===== src/hdl/round_robin_task_scheduler_macros.svh =====
// Assertion helpers used by the scheduler top level.
`ifndef ROUND_ROBIN_TASK_SCHEDULER_MACROS_SVH
`define ROUND_ROBIN_TASK_SCHEDULER_MACROS_SVH

// Same-cycle implication.
`define RRTS_ASSERT_IMPL(label, clk, rst_n, ante, cons, msg) \
	label: assert property (@(posedge clk) disable iff (!rst_n) (ante) |-> (cons)) \
		else $error(msg);

// Next-cycle implication.
`define RRTS_ASSERT_NEXT(label, clk, rst_n, ante, cons, msg) \
	label: assert property (@(posedge clk) disable iff (!rst_n) (ante) |=> (cons)) \
		else $error(msg);

`endif


===== src/hdl/rrts_pkg.sv =====
package rrts_pkg;

	localparam int MAX_TASKS = 16;
	localparam int IDX_W = $clog2(MAX_TASKS);
	localparam int CNT_W = $clog2(MAX_TASKS + 1);
	localparam int SUM_W = IDX_W + 1;
	localparam int DATA_W = 16;
	localparam logic [DATA_W-1:0] QUANTUM_RST = 16'd2;

	typedef enum logic [1:0] {
		OUT_NONE     = 2'd0,
		OUT_REQUEUED = 2'd1,
		OUT_FINISHED = 2'd2,
		OUT_BLOCKED  = 2'd3
	} outcome_t;

	typedef enum logic {
		REQ_ADD   = 1'b0,
		REQ_CYCLE = 1'b1
	} req_t;

	typedef struct packed {
		logic [DATA_W-1:0] id;
		logic [DATA_W-1:0] remaining;
		logic [DATA_W-1:0] turns;
	} entry_t;

	typedef struct packed {
		logic              add_accepted;
		logic              ran_valid;
		logic [DATA_W-1:0] ran_task_id;
		logic [DATA_W-1:0] ran_remaining;
		logic [DATA_W-1:0] ran_turns;
		outcome_t          outcome;
		logic              woken_valid;
		logic [DATA_W-1:0] woken_task_id;
		logic [CNT_W-1:0]  ready_count;
		logic [CNT_W-1:0]  blocked_count;
	} result_t;

	// controller -> datapath
	typedef struct packed {
		logic accept;
		logic exec;
		logic wb;
		logic load_out;
	} cmd_t;

	// datapath -> controller
	typedef struct packed {
		logic need_wb;
		logic out_free;
	} status_t;

	// ring index wrap, input is below 2*MAX_TASKS
	function automatic logic [IDX_W-1:0] wrap_idx(input logic [SUM_W-1:0] s);
		logic [SUM_W-1:0] d;
		d = s - SUM_W'(MAX_TASKS);
		return (s >= SUM_W'(MAX_TASKS)) ? d[IDX_W-1:0] : s[IDX_W-1:0];
	endfunction

endpackage


===== src/hdl/rrts_ctrl.sv =====
module rrts_ctrl (
	input  logic                clk,
	input  logic                arst_n,
	input  logic                in_valid,
	output logic                in_ready,
	input  rrts_pkg::status_t   status,
	output rrts_pkg::cmd_t      cmd
);

	typedef enum logic [1:0] {
		ST_IDLE,
		ST_EXEC,
		ST_WB,
		ST_OUT
	} state_t;

	state_t state_q;
	logic   in_ready_q;

	assign in_ready = in_ready_q;

	always_comb begin
		cmd = '0;
		cmd.accept   = in_valid && in_ready_q;
		cmd.exec     = (state_q == ST_EXEC);
		cmd.wb       = (state_q == ST_WB);
		cmd.load_out = (state_q == ST_OUT) && status.out_free;
	end

	always_ff @(posedge clk or negedge arst_n) begin
		if (!arst_n) begin
			state_q    <= ST_IDLE;
			in_ready_q <= 1'b1;
		end else begin
			unique case (state_q)
				ST_IDLE: begin
					if (in_valid && in_ready_q) begin
						state_q    <= ST_EXEC;
						in_ready_q <= 1'b0;
					end
				end
				ST_EXEC: begin
					state_q <= status.need_wb ? ST_WB : ST_OUT;
				end
				ST_WB: begin
					state_q <= ST_OUT;
				end
				ST_OUT: begin
					if (status.out_free) begin
						state_q    <= ST_IDLE;
						in_ready_q <= 1'b1;
					end
				end
				default: begin
					state_q    <= ST_IDLE;
					in_ready_q <= 1'b1;
				end
			endcase
		end
	end

endmodule


===== src/hdl/rrts_dp.sv =====
module rrts_dp (
	input  logic                               clk,
	input  logic                               arst_n,
	input  rrts_pkg::cmd_t                     cmd,
	output rrts_pkg::status_t                  status,
	input  logic                               cfg_valid,
	input  logic [rrts_pkg::DATA_W-1:0]        cfg_data,
	input  logic                               req_type,
	input  logic [rrts_pkg::DATA_W-1:0]        task_id,
	input  logic [rrts_pkg::DATA_W-1:0]        burst_time,
	input  logic                               wake_request,
	input  logic                               block_request,
	output logic                               out_valid,
	input  logic                               out_ready,
	output rrts_pkg::result_t                  result
);

	localparam int IDX_W = rrts_pkg::IDX_W;
	localparam int CNT_W = rrts_pkg::CNT_W;
	localparam int SUM_W = rrts_pkg::SUM_W;
	localparam int DATA_W = rrts_pkg::DATA_W;

	rrts_pkg::entry_t ready_mem [rrts_pkg::MAX_TASKS];
	rrts_pkg::entry_t blocked_mem [rrts_pkg::MAX_TASKS];

	logic [DATA_W-1:0] quantum_q;
	logic [IDX_W-1:0]  head_q;
	logic [CNT_W-1:0]  rfill_q;
	logic [CNT_W-1:0]  bfill_q;

	// latched request
	logic              req_q;
	logic [DATA_W-1:0] id_q;
	logic [DATA_W-1:0] burst_q;
	logic              blk_q;
	logic              wake_ok_q;

	rrts_pkg::entry_t rd_ready_q;
	rrts_pkg::entry_t rd_blk_q;
	rrts_pkg::entry_t wb_entry_q;
	logic [IDX_W-1:0] wb_idx_q;

	rrts_pkg::result_t res_q;
	rrts_pkg::result_t out_q;
	logic              out_valid_q;

	logic [CNT_W-1:0]  bfill_m1;
	logic              wake_ok;

	// execute-stage logic
	logic              is_add;
	logic              add_ok;
	logic              woke;
	logic [CNT_W-1:0]  fill1;
	logic              run;
	rrts_pkg::entry_t  cur;
	rrts_pkg::entry_t  upd;
	logic              finished;
	logic [CNT_W-1:0]  bfill1;
	logic              do_block;
	logic              requeue;
	logic [IDX_W-1:0]  tail0;
	logic [IDX_W-1:0]  tail1;
	logic [IDX_W-1:0]  head_nxt;
	logic [CNT_W-1:0]  rfill_nxt;
	logic [CNT_W-1:0]  bfill_nxt;
	logic              rwe;
	logic [IDX_W-1:0]  rwaddr;
	rrts_pkg::entry_t  rwdata;
	rrts_pkg::entry_t  add_entry;
	rrts_pkg::entry_t  woken_entry;
	rrts_pkg::result_t res_d;

	assign bfill_m1 = bfill_q - CNT_W'(1);
	assign wake_ok  = (req_type == rrts_pkg::REQ_CYCLE) && wake_request
		&& (bfill_q != '0) && (rfill_q != CNT_W'(rrts_pkg::MAX_TASKS));

	always_comb begin
		is_add   = (req_q == rrts_pkg::REQ_ADD);
		add_ok   = is_add && (rfill_q != CNT_W'(rrts_pkg::MAX_TASKS));
		woke     = !is_add && wake_ok_q;
		fill1    = rfill_q + CNT_W'(woke);
		run      = !is_add && (fill1 != '0);
		// with an empty queue the woken task is the one that runs
		cur      = (woke && (rfill_q == '0)) ? rd_blk_q : rd_ready_q;
		upd.id        = cur.id;
		upd.remaining = (cur.remaining > quantum_q) ? cur.remaining - quantum_q : '0;
		upd.turns     = (cur.turns != '1) ? cur.turns + DATA_W'(1) : cur.turns;
		finished = (upd.remaining == '0);
		bfill1   = bfill_q - CNT_W'(woke);
		do_block = run && !finished && blk_q
			&& (bfill1 != CNT_W'(rrts_pkg::MAX_TASKS));
		requeue  = run && !finished && !do_block;
		tail0    = rrts_pkg::wrap_idx(SUM_W'(head_q) + SUM_W'(rfill_q));
		tail1    = rrts_pkg::wrap_idx(SUM_W'(head_q) + SUM_W'(rfill_q) + SUM_W'(1));
		head_nxt = run ? rrts_pkg::wrap_idx(SUM_W'(head_q) + SUM_W'(1)) : head_q;
		if (is_add) begin
			rfill_nxt = rfill_q + CNT_W'(add_ok);
		end else begin
			rfill_nxt = fill1 - CNT_W'(run) + CNT_W'(requeue);
		end
		bfill_nxt = bfill1 + CNT_W'(do_block);

		add_entry.id        = id_q;
		add_entry.remaining = burst_q;
		add_entry.turns     = '0;
		woken_entry         = rd_blk_q;

		rwe    = 1'b0;
		rwaddr = tail0;
		rwdata = add_entry;
		if (cmd.exec) begin
			priority if (is_add) begin
				rwe    = add_ok;
				rwdata = add_entry;
			end else if (woke) begin
				rwe    = 1'b1;
				rwdata = woken_entry;
			end else begin
				rwe    = requeue;
				rwdata = upd;
			end
		end else if (cmd.wb) begin
			rwe    = 1'b1;
			rwaddr = wb_idx_q;
			rwdata = wb_entry_q;
		end

		res_d = '0;
		res_d.add_accepted  = add_ok;
		res_d.ran_valid     = run;
		res_d.woken_valid   = woke;
		res_d.ready_count   = rfill_nxt;
		res_d.blocked_count = bfill_nxt;
		res_d.outcome       = rrts_pkg::OUT_NONE;
		if (woke) begin
			res_d.woken_task_id = rd_blk_q.id;
		end
		if (run) begin
			res_d.ran_task_id   = upd.id;
			res_d.ran_remaining = upd.remaining;
			res_d.ran_turns     = upd.turns;
			priority if (finished) begin
				res_d.outcome = rrts_pkg::OUT_FINISHED;
			end else if (do_block) begin
				res_d.outcome = rrts_pkg::OUT_BLOCKED;
			end else begin
				res_d.outcome = rrts_pkg::OUT_REQUEUED;
			end
		end
	end

	assign status.need_wb  = woke && requeue;
	assign status.out_free = !out_valid_q || out_ready;

	// memories
	always_ff @(posedge clk) begin
		if (rwe) begin
			ready_mem[rwaddr] <= rwdata;
		end
		if (cmd.accept) begin
			rd_ready_q <= ready_mem[head_q];
		end
	end

	always_ff @(posedge clk) begin
		if (cmd.exec && do_block) begin
			blocked_mem[bfill1[IDX_W-1:0]] <= upd;
		end
		if (cmd.accept) begin
			rd_blk_q <= blocked_mem[bfill_m1[IDX_W-1:0]];
		end
	end

	// payload registers
	always_ff @(posedge clk) begin
		if (cmd.accept) begin
			req_q     <= req_type;
			id_q      <= task_id;
			burst_q   <= burst_time;
			blk_q     <= block_request;
			wake_ok_q <= wake_ok;
		end
		if (cmd.exec) begin
			res_q      <= res_d;
			wb_entry_q <= upd;
			wb_idx_q   <= tail1;
		end
		if (cmd.load_out) begin
			out_q <= res_q;
		end
	end

	always_ff @(posedge clk or negedge arst_n) begin
		if (!arst_n) begin
			quantum_q   <= rrts_pkg::QUANTUM_RST;
			head_q      <= '0;
			rfill_q     <= '0;
			bfill_q     <= '0;
			out_valid_q <= 1'b0;
		end else begin
			if (cfg_valid) begin
				quantum_q <= cfg_data;
			end
			if (cmd.exec) begin
				head_q  <= head_nxt;
				rfill_q <= rfill_nxt;
				bfill_q <= bfill_nxt;
			end
			if (cmd.load_out) begin
				out_valid_q <= 1'b1;
			end else if (out_ready) begin
				out_valid_q <= 1'b0;
			end
		end
	end

	assign out_valid = out_valid_q;
	assign result    = out_q;

endmodule


===== src/hdl/round_robin_task_scheduler.sv =====
// Channel   Handshake             Word
// cfg       cfg_valid/cfg_ready   cfg_data (quantum)
// in        in_valid/in_ready     req_type, task_id, burst_time, wake_request, block_request
// out       out_valid/out_ready   add_accepted ... blocked_count
//
// One item at a time, in order: accept (queue head and stack top read), execute,
// a write-back step only when a cycle item both wakes and requeues (single ready
// memory write port), then loading the output register.
// in_ready drops after accept and returns once the result sits in the output register.
// A stalled out_ready holds the block in its output step.
// Reset: queue and stack empty, quantum 2; no clearing pass. cfg_ready is always high.
`include "round_robin_task_scheduler_macros.svh"

module round_robin_task_scheduler (
	input  logic                                clk,
	input  logic                                arst_n,
	input  logic                                cfg_valid,
	output logic                                cfg_ready,
	input  logic [rrts_pkg::DATA_W-1:0]         cfg_data,
	input  logic                                in_valid,
	output logic                                in_ready,
	input  logic                                req_type,
	input  logic [rrts_pkg::DATA_W-1:0]         task_id,
	input  logic [rrts_pkg::DATA_W-1:0]         burst_time,
	input  logic                                wake_request,
	input  logic                                block_request,
	output logic                                out_valid,
	input  logic                                out_ready,
	output logic                                add_accepted,
	output logic                                ran_valid,
	output logic [rrts_pkg::DATA_W-1:0]         ran_task_id,
	output logic [rrts_pkg::DATA_W-1:0]         ran_remaining,
	output logic [rrts_pkg::DATA_W-1:0]         ran_turns,
	output logic [1:0]                          outcome,
	output logic                                woken_valid,
	output logic [rrts_pkg::DATA_W-1:0]         woken_task_id,
	output logic [rrts_pkg::CNT_W-1:0]          ready_count,
	output logic [rrts_pkg::CNT_W-1:0]          blocked_count
);

	rrts_pkg::cmd_t    cmd;
	rrts_pkg::status_t status;
	rrts_pkg::result_t result;

	assign cfg_ready = 1'b1;

	rrts_ctrl u_ctrl (
		.clk      (clk),
		.arst_n   (arst_n),
		.in_valid (in_valid),
		.in_ready (in_ready),
		.status   (status),
		.cmd      (cmd)
	);

	rrts_dp u_dp (
		.clk           (clk),
		.arst_n        (arst_n),
		.cmd           (cmd),
		.status        (status),
		.cfg_valid     (cfg_valid),
		.cfg_data      (cfg_data),
		.req_type      (req_type),
		.task_id       (task_id),
		.burst_time    (burst_time),
		.wake_request  (wake_request),
		.block_request (block_request),
		.out_valid     (out_valid),
		.out_ready     (out_ready),
		.result        (result)
	);

	assign add_accepted  = result.add_accepted;
	assign ran_valid     = result.ran_valid;
	assign ran_task_id   = result.ran_task_id;
	assign ran_remaining = result.ran_remaining;
	assign ran_turns     = result.ran_turns;
	assign outcome       = result.outcome;
	assign woken_valid   = result.woken_valid;
	assign woken_task_id = result.woken_task_id;
	assign ready_count   = result.ready_count;
	assign blocked_count = result.blocked_count;

	`RRTS_ASSERT_NEXT(a_one_in_flight, clk, arst_n, in_valid && in_ready, !in_ready, "second word taken while busy")
	`RRTS_ASSERT_IMPL(a_outcome_ran, clk, arst_n, out_valid && (outcome != rrts_pkg::OUT_NONE), ran_valid, "outcome without a run")
	`RRTS_ASSERT_IMPL(a_add_no_run, clk, arst_n, out_valid && add_accepted, !ran_valid && !woken_valid, "add word reports a run")
	`RRTS_ASSERT_IMPL(a_block_count, clk, arst_n, out_valid && (outcome == rrts_pkg::OUT_BLOCKED), blocked_count != '0, "blocked with empty stack")

endmodule


===== config.mk =====
export PLATFORM = sky130hd
export DESIGN_NAME = round_robin_task_scheduler
export DESIGN_NICKNAME = d
export VERILOG_FILES = /design/src/hdl/rrts_pkg.sv /design/src/hdl/rrts_ctrl.sv /design/src/hdl/rrts_dp.sv /design/src/hdl/round_robin_task_scheduler.sv
export VERILOG_INCLUDE_DIRS = /design/src /design/src/hdl
export SDC_FILE = /design/constraint.sdc
export NUM_CORES = 2
export LEC_CHECK = 0
export BUFFER_PORTS_ARGS = -buffer_cell sky130_fd_sc_hd__buf_2
export CORE_UTILIZATION = 56
export DETAILED_ROUTE_END_ITERATION = 10
export PLACE_DENSITY = 0.79
export SYNTH_ARGS = -nofsm -noshare
export SYNTH_HDL_FRONTEND = slang
export SYNTH_HIERARCHICAL = 1
export SYNTH_SLANG_ARGS = --single-unit

===== constraint.sdc =====
create_clock -name clk -period 9.2 [get_ports clk]
set_input_delay 0.46 -clock clk [delete_from_list [all_inputs] [get_ports clk]]
set_output_delay 0.46 -clock clk [all_outputs]
set_load 0.01 [all_outputs]

==> impl_metrics.json <==
{
  "first_pass_iters": 8,
  "cts_root_buffer": "clkbuf_16",
  "wl_met3_um": 19300,
  "syn_area_per_cell_um2": 21.3,
  "synth_commonest_cells": "edfxtp_1 (1877), mux4_2 (480), nand2_1 (212)",
  "timing.slew.headroom_pct": 4.30,
  "postSynthCellCount": 3503,
  "cts_buffer_depth": 3,
  "cts_hold_buffers": 52,
  "dieArea_um2": 135000,
  "seq_area_frac_synth_pct": 76.5,
  "hold_path_class": "in2reg",
  "start_util_pct": 56.6,
  "fin_nets": 3904,
  "ys.flop_type": "edfxtp_1",
  "cp-end-kind": "flop",
  "met2_length_um": 92200,
  "layout-drive-gt1-share_pct": 27.0,
  "synth_enable_flop_cells": 1877,
  "synth_fp_nets": 3606,
  "routed.top_layer": "met5",
  "route.detailed.drc": 0,
  "wl_met1_um": 66900,
  "crit_required_ns": 9.89,
  "insertion_delay_ns": 0.81,
  "drt_wl_total_um": 186000,
  "path_class": "reg2reg",
  "cts_htree_levels": 4,
  "setup_violations": 0,
  "skew_ns": 0.0571,
  "grt_antenna_before_repair": 10,
  "grt_overflow": 0,
  "post_cts_resized": 0,
  "slew_violations": 0,
  "status": "complete, no violations",
  "min_period_ns": 7.01,
  "power_per_cell_area_nw_per_um2": 376,
  "core-area_um2": 132000,
  "io_pins": 138,
  "power.total_w": 0.0318,
  "rows": 133,
  "post_cts_buffers": 0,
  "dpl.hpwl_um": 96700,
  "cp.arrival_ns": 7.70,
  "rsz0062_at_grt": "no",
  "grt_usage_pct": 27.7,
  "io_buffers": 136,
  "cts_num_sinks": 1911,
  "ys_ff_latch": 1911,
  "cap_violations": 0,
  "synth_area_leaders": "edfxtp_1 (75%), mux4_2 (14%), dfrtp_1 (1.1%)",
  "start_kind": "flop",
  "route.detailed.wl_per_inst_um": 32.5,
  "grt_pass1_vias": 38500,
  "max_freq_mhz": 143,
  "tns_ns": 0,
  "hold_viol": 0,
  "synth_area_um2": 74700,
  "routabilityCongestion": 0.921,
  "grt_max_degree": 154,
  "p_leak_nw": 27.3,
  "grt_first_pass_wirelength_um": 267000,
  "vias": 38200,
  "die_h_um": 367,
  "synth_cell_types": 86,
  "dr.first_iter.drc_count": 5599,
  "worst_slew_pin_slew_ns": 1.44,
  "synth_most_common_cell": "edfxtp_1",
  "synth_top_area_share_pct": 75.4,
  "yosysWarnings": 6,
  "synth_top_cell_by_area": "edfxtp_1",
  "synth_async_sr_flop_share_pct": 1.78,
  "die_x_um": 367,
  "cts_tree": "built",
  "hold_ws_ns": 0.112,
  "cts_made_buffers": 181,
  "antenna_left": 0,
  "ir_drop_mv": 0.266,
  "path_clk_slew_ns": 0.06,
  "area_delta_synth_final_pct": 13.1,
  "finalCritPeriodShare_pct": 76.2,
  "cp_max_fo": 60,
  "routed_via_density": 6.70
}
-- logic make-up (layout without fill, tap and decap cells) --
| group | count (synthesis) | count (layout) | synth area share (%) |
|---|---|---|---|
| AO/OA/AOI/OAI | 280 | 280 | 2.58 |
| adder cells (fa/ha/maj) | 47 | 47 | 0.817 |
| AND/OR/NAND/NOR | 432 | 432 | 2.79 |
| multiplexers | 554 | 554 | 15.5 |
| buffers and inverters | 233 | 681 | 1.25 |
| XOR/XNOR | 45 | 45 | 0.537 |
| flip-flops | 1911 | 1911 | 76.5 |
| other | 1 | 3 | 0.00502 |
-- report_power, final --
part | total (W) | leakage [nW] | internal, W | switching, W
clock | 0.00742 | 2.84 | 0.00420 | 0.00322
combinational | 0.0105 | 6.88 | 0.00395 | 0.00651
sequential | 0.0139 | 17.6 | 0.0130 | 0.000916
total | 0.0318 | 27.3 | 0.0211 | 0.0106
-- per-stage QoR --
| step | utilization [%] | setup slack [ns] | instance area, um^2 | instances |
|---|---|---|---|---|
| 2_1_floorplan | - | -0.492 | 74800 | 3503 |
| 3_3_place_gp | 59.2 | 2.51 | 78100 | 5320 |
| 3_5_place_dp | 59.2 | 2.39 | 78100 | 5320 |
| 4_1_cts | 64.0 | 2.31 | 84500 | 5705 |
| 5_1_grt | 64.1 | 1.81 | 84500 | 5707 |
| 6_report | 64.1 | 2.19 | 84500 | 5708 |
-- placed cells by master, fill, tap and decap left out, types with 8 or more instances in the layout --
cell type	Yosys	routed
xnor2_1	30	27
a21oi_1	64	48
mux4_2	480	480
dfrtp_1	32	27
nand4_1	13	13
dlygate4sd3_1	0	52
nor4_4	1	10
o311a_1	12	12
o22ai_1	13	13
a21o_1	12	12
clkinv_1	0	39
ha_1	44	41
nand3_1	26	26
o211ai_1	24	24
mux2i_1	63	63
a21oi_4	1	17
nor3_1	28	24
clkbuf_16	0	184
nand2_1	212	210
edfxtp_1	1877	1877
buf_2	7	136
and2_1	17	16
and3_1	26	26
nor2_1	50	50
or3_1	9	9
buf_4	4	110
clkinv_2	0	26
clkbuf_1	131	46
o21ai_0	79	78
mux2_2	10	10
inv_1	48	47
xor2_1	14	14
nand2b_1	8	8
bufinv_16	0	18
-- critical path, stage by stage (launching register included) --
cell and delay [ns]:
edfxtp_1 0.35, buf_4 0.53, and3b_1 0.38, nand2_2 0.63, nand2_1 0.25, nand2_1 0.08, ha_1 0.46, and2_1 0.35
nand3_1 0.16, a2111oi_2 0.36, nor3_1 0.10, xor2_1 0.22, and3_1 0.26, and2_1 0.17, or3_1 0.32, ha_1 0.28
inv_1 0.04, ha_1 0.22, fa_1 0.47, a21o_1 0.20, a21oi_1 0.18, xnor2_1 0.16, xnor2_1 0.14, a21oi_1 0.10
xnor2_1 0.18, mux2_2 0.27
-- worst paths after layout --
kind | cells past startpoint | endpoint | slack, ns | from
max in group asynchronous | 2 | u_dp/head_q[3] | 8.20 | arst_n
min | 3 | u_dp/out_valid | 0.11 | out_ready
max reg2reg | 25 | u_dp/rfill_q[4] | 2.19 | u_dp/req_q
min reg2reg | 0 | u_dp/result[59] | 0.42 | u_dp/res_q[59]
max | 25 | u_dp/rfill_q[4] | 2.19 | u_dp/req_q
min in group asynchronous | 2 | u_ctrl/state_q[1] | 0.34 | arst_n
-- state kept, by name, indices dropped and copies added (netlist names), 48 cells and up --
name,cells
u_dp/wb_entry_q,48
u_dp/rd_ready_q,48
u_dp/ready_mem,768
u_dp/blocked_mem,768
u_dp/rd_blk_q,48
u_dp/result,79
u_dp/res_q,79
-- layer usage --
metal  vias to the layer above  global-route usage [%]
met5                         -                       0
met4                        10                    10.8
met3                       475                    5.87
met2                      2819                    45.3
met1                     19800                    36.9
li1                      15200                       -
-- layout make-up --
type	instances	area [um^2]
Inverter	48	185
Multi-Input combinational cell	1359	17000
Antenna cell	2	5.00
Fill cell	8192	47400
Clock buffer	231	4790
Clock inverter	102	1080
Timing Repair Buffer	300	2070
Tap cell	1755	2200
Sequential cell	1911	57200
(Power assumes the default switching activity.)
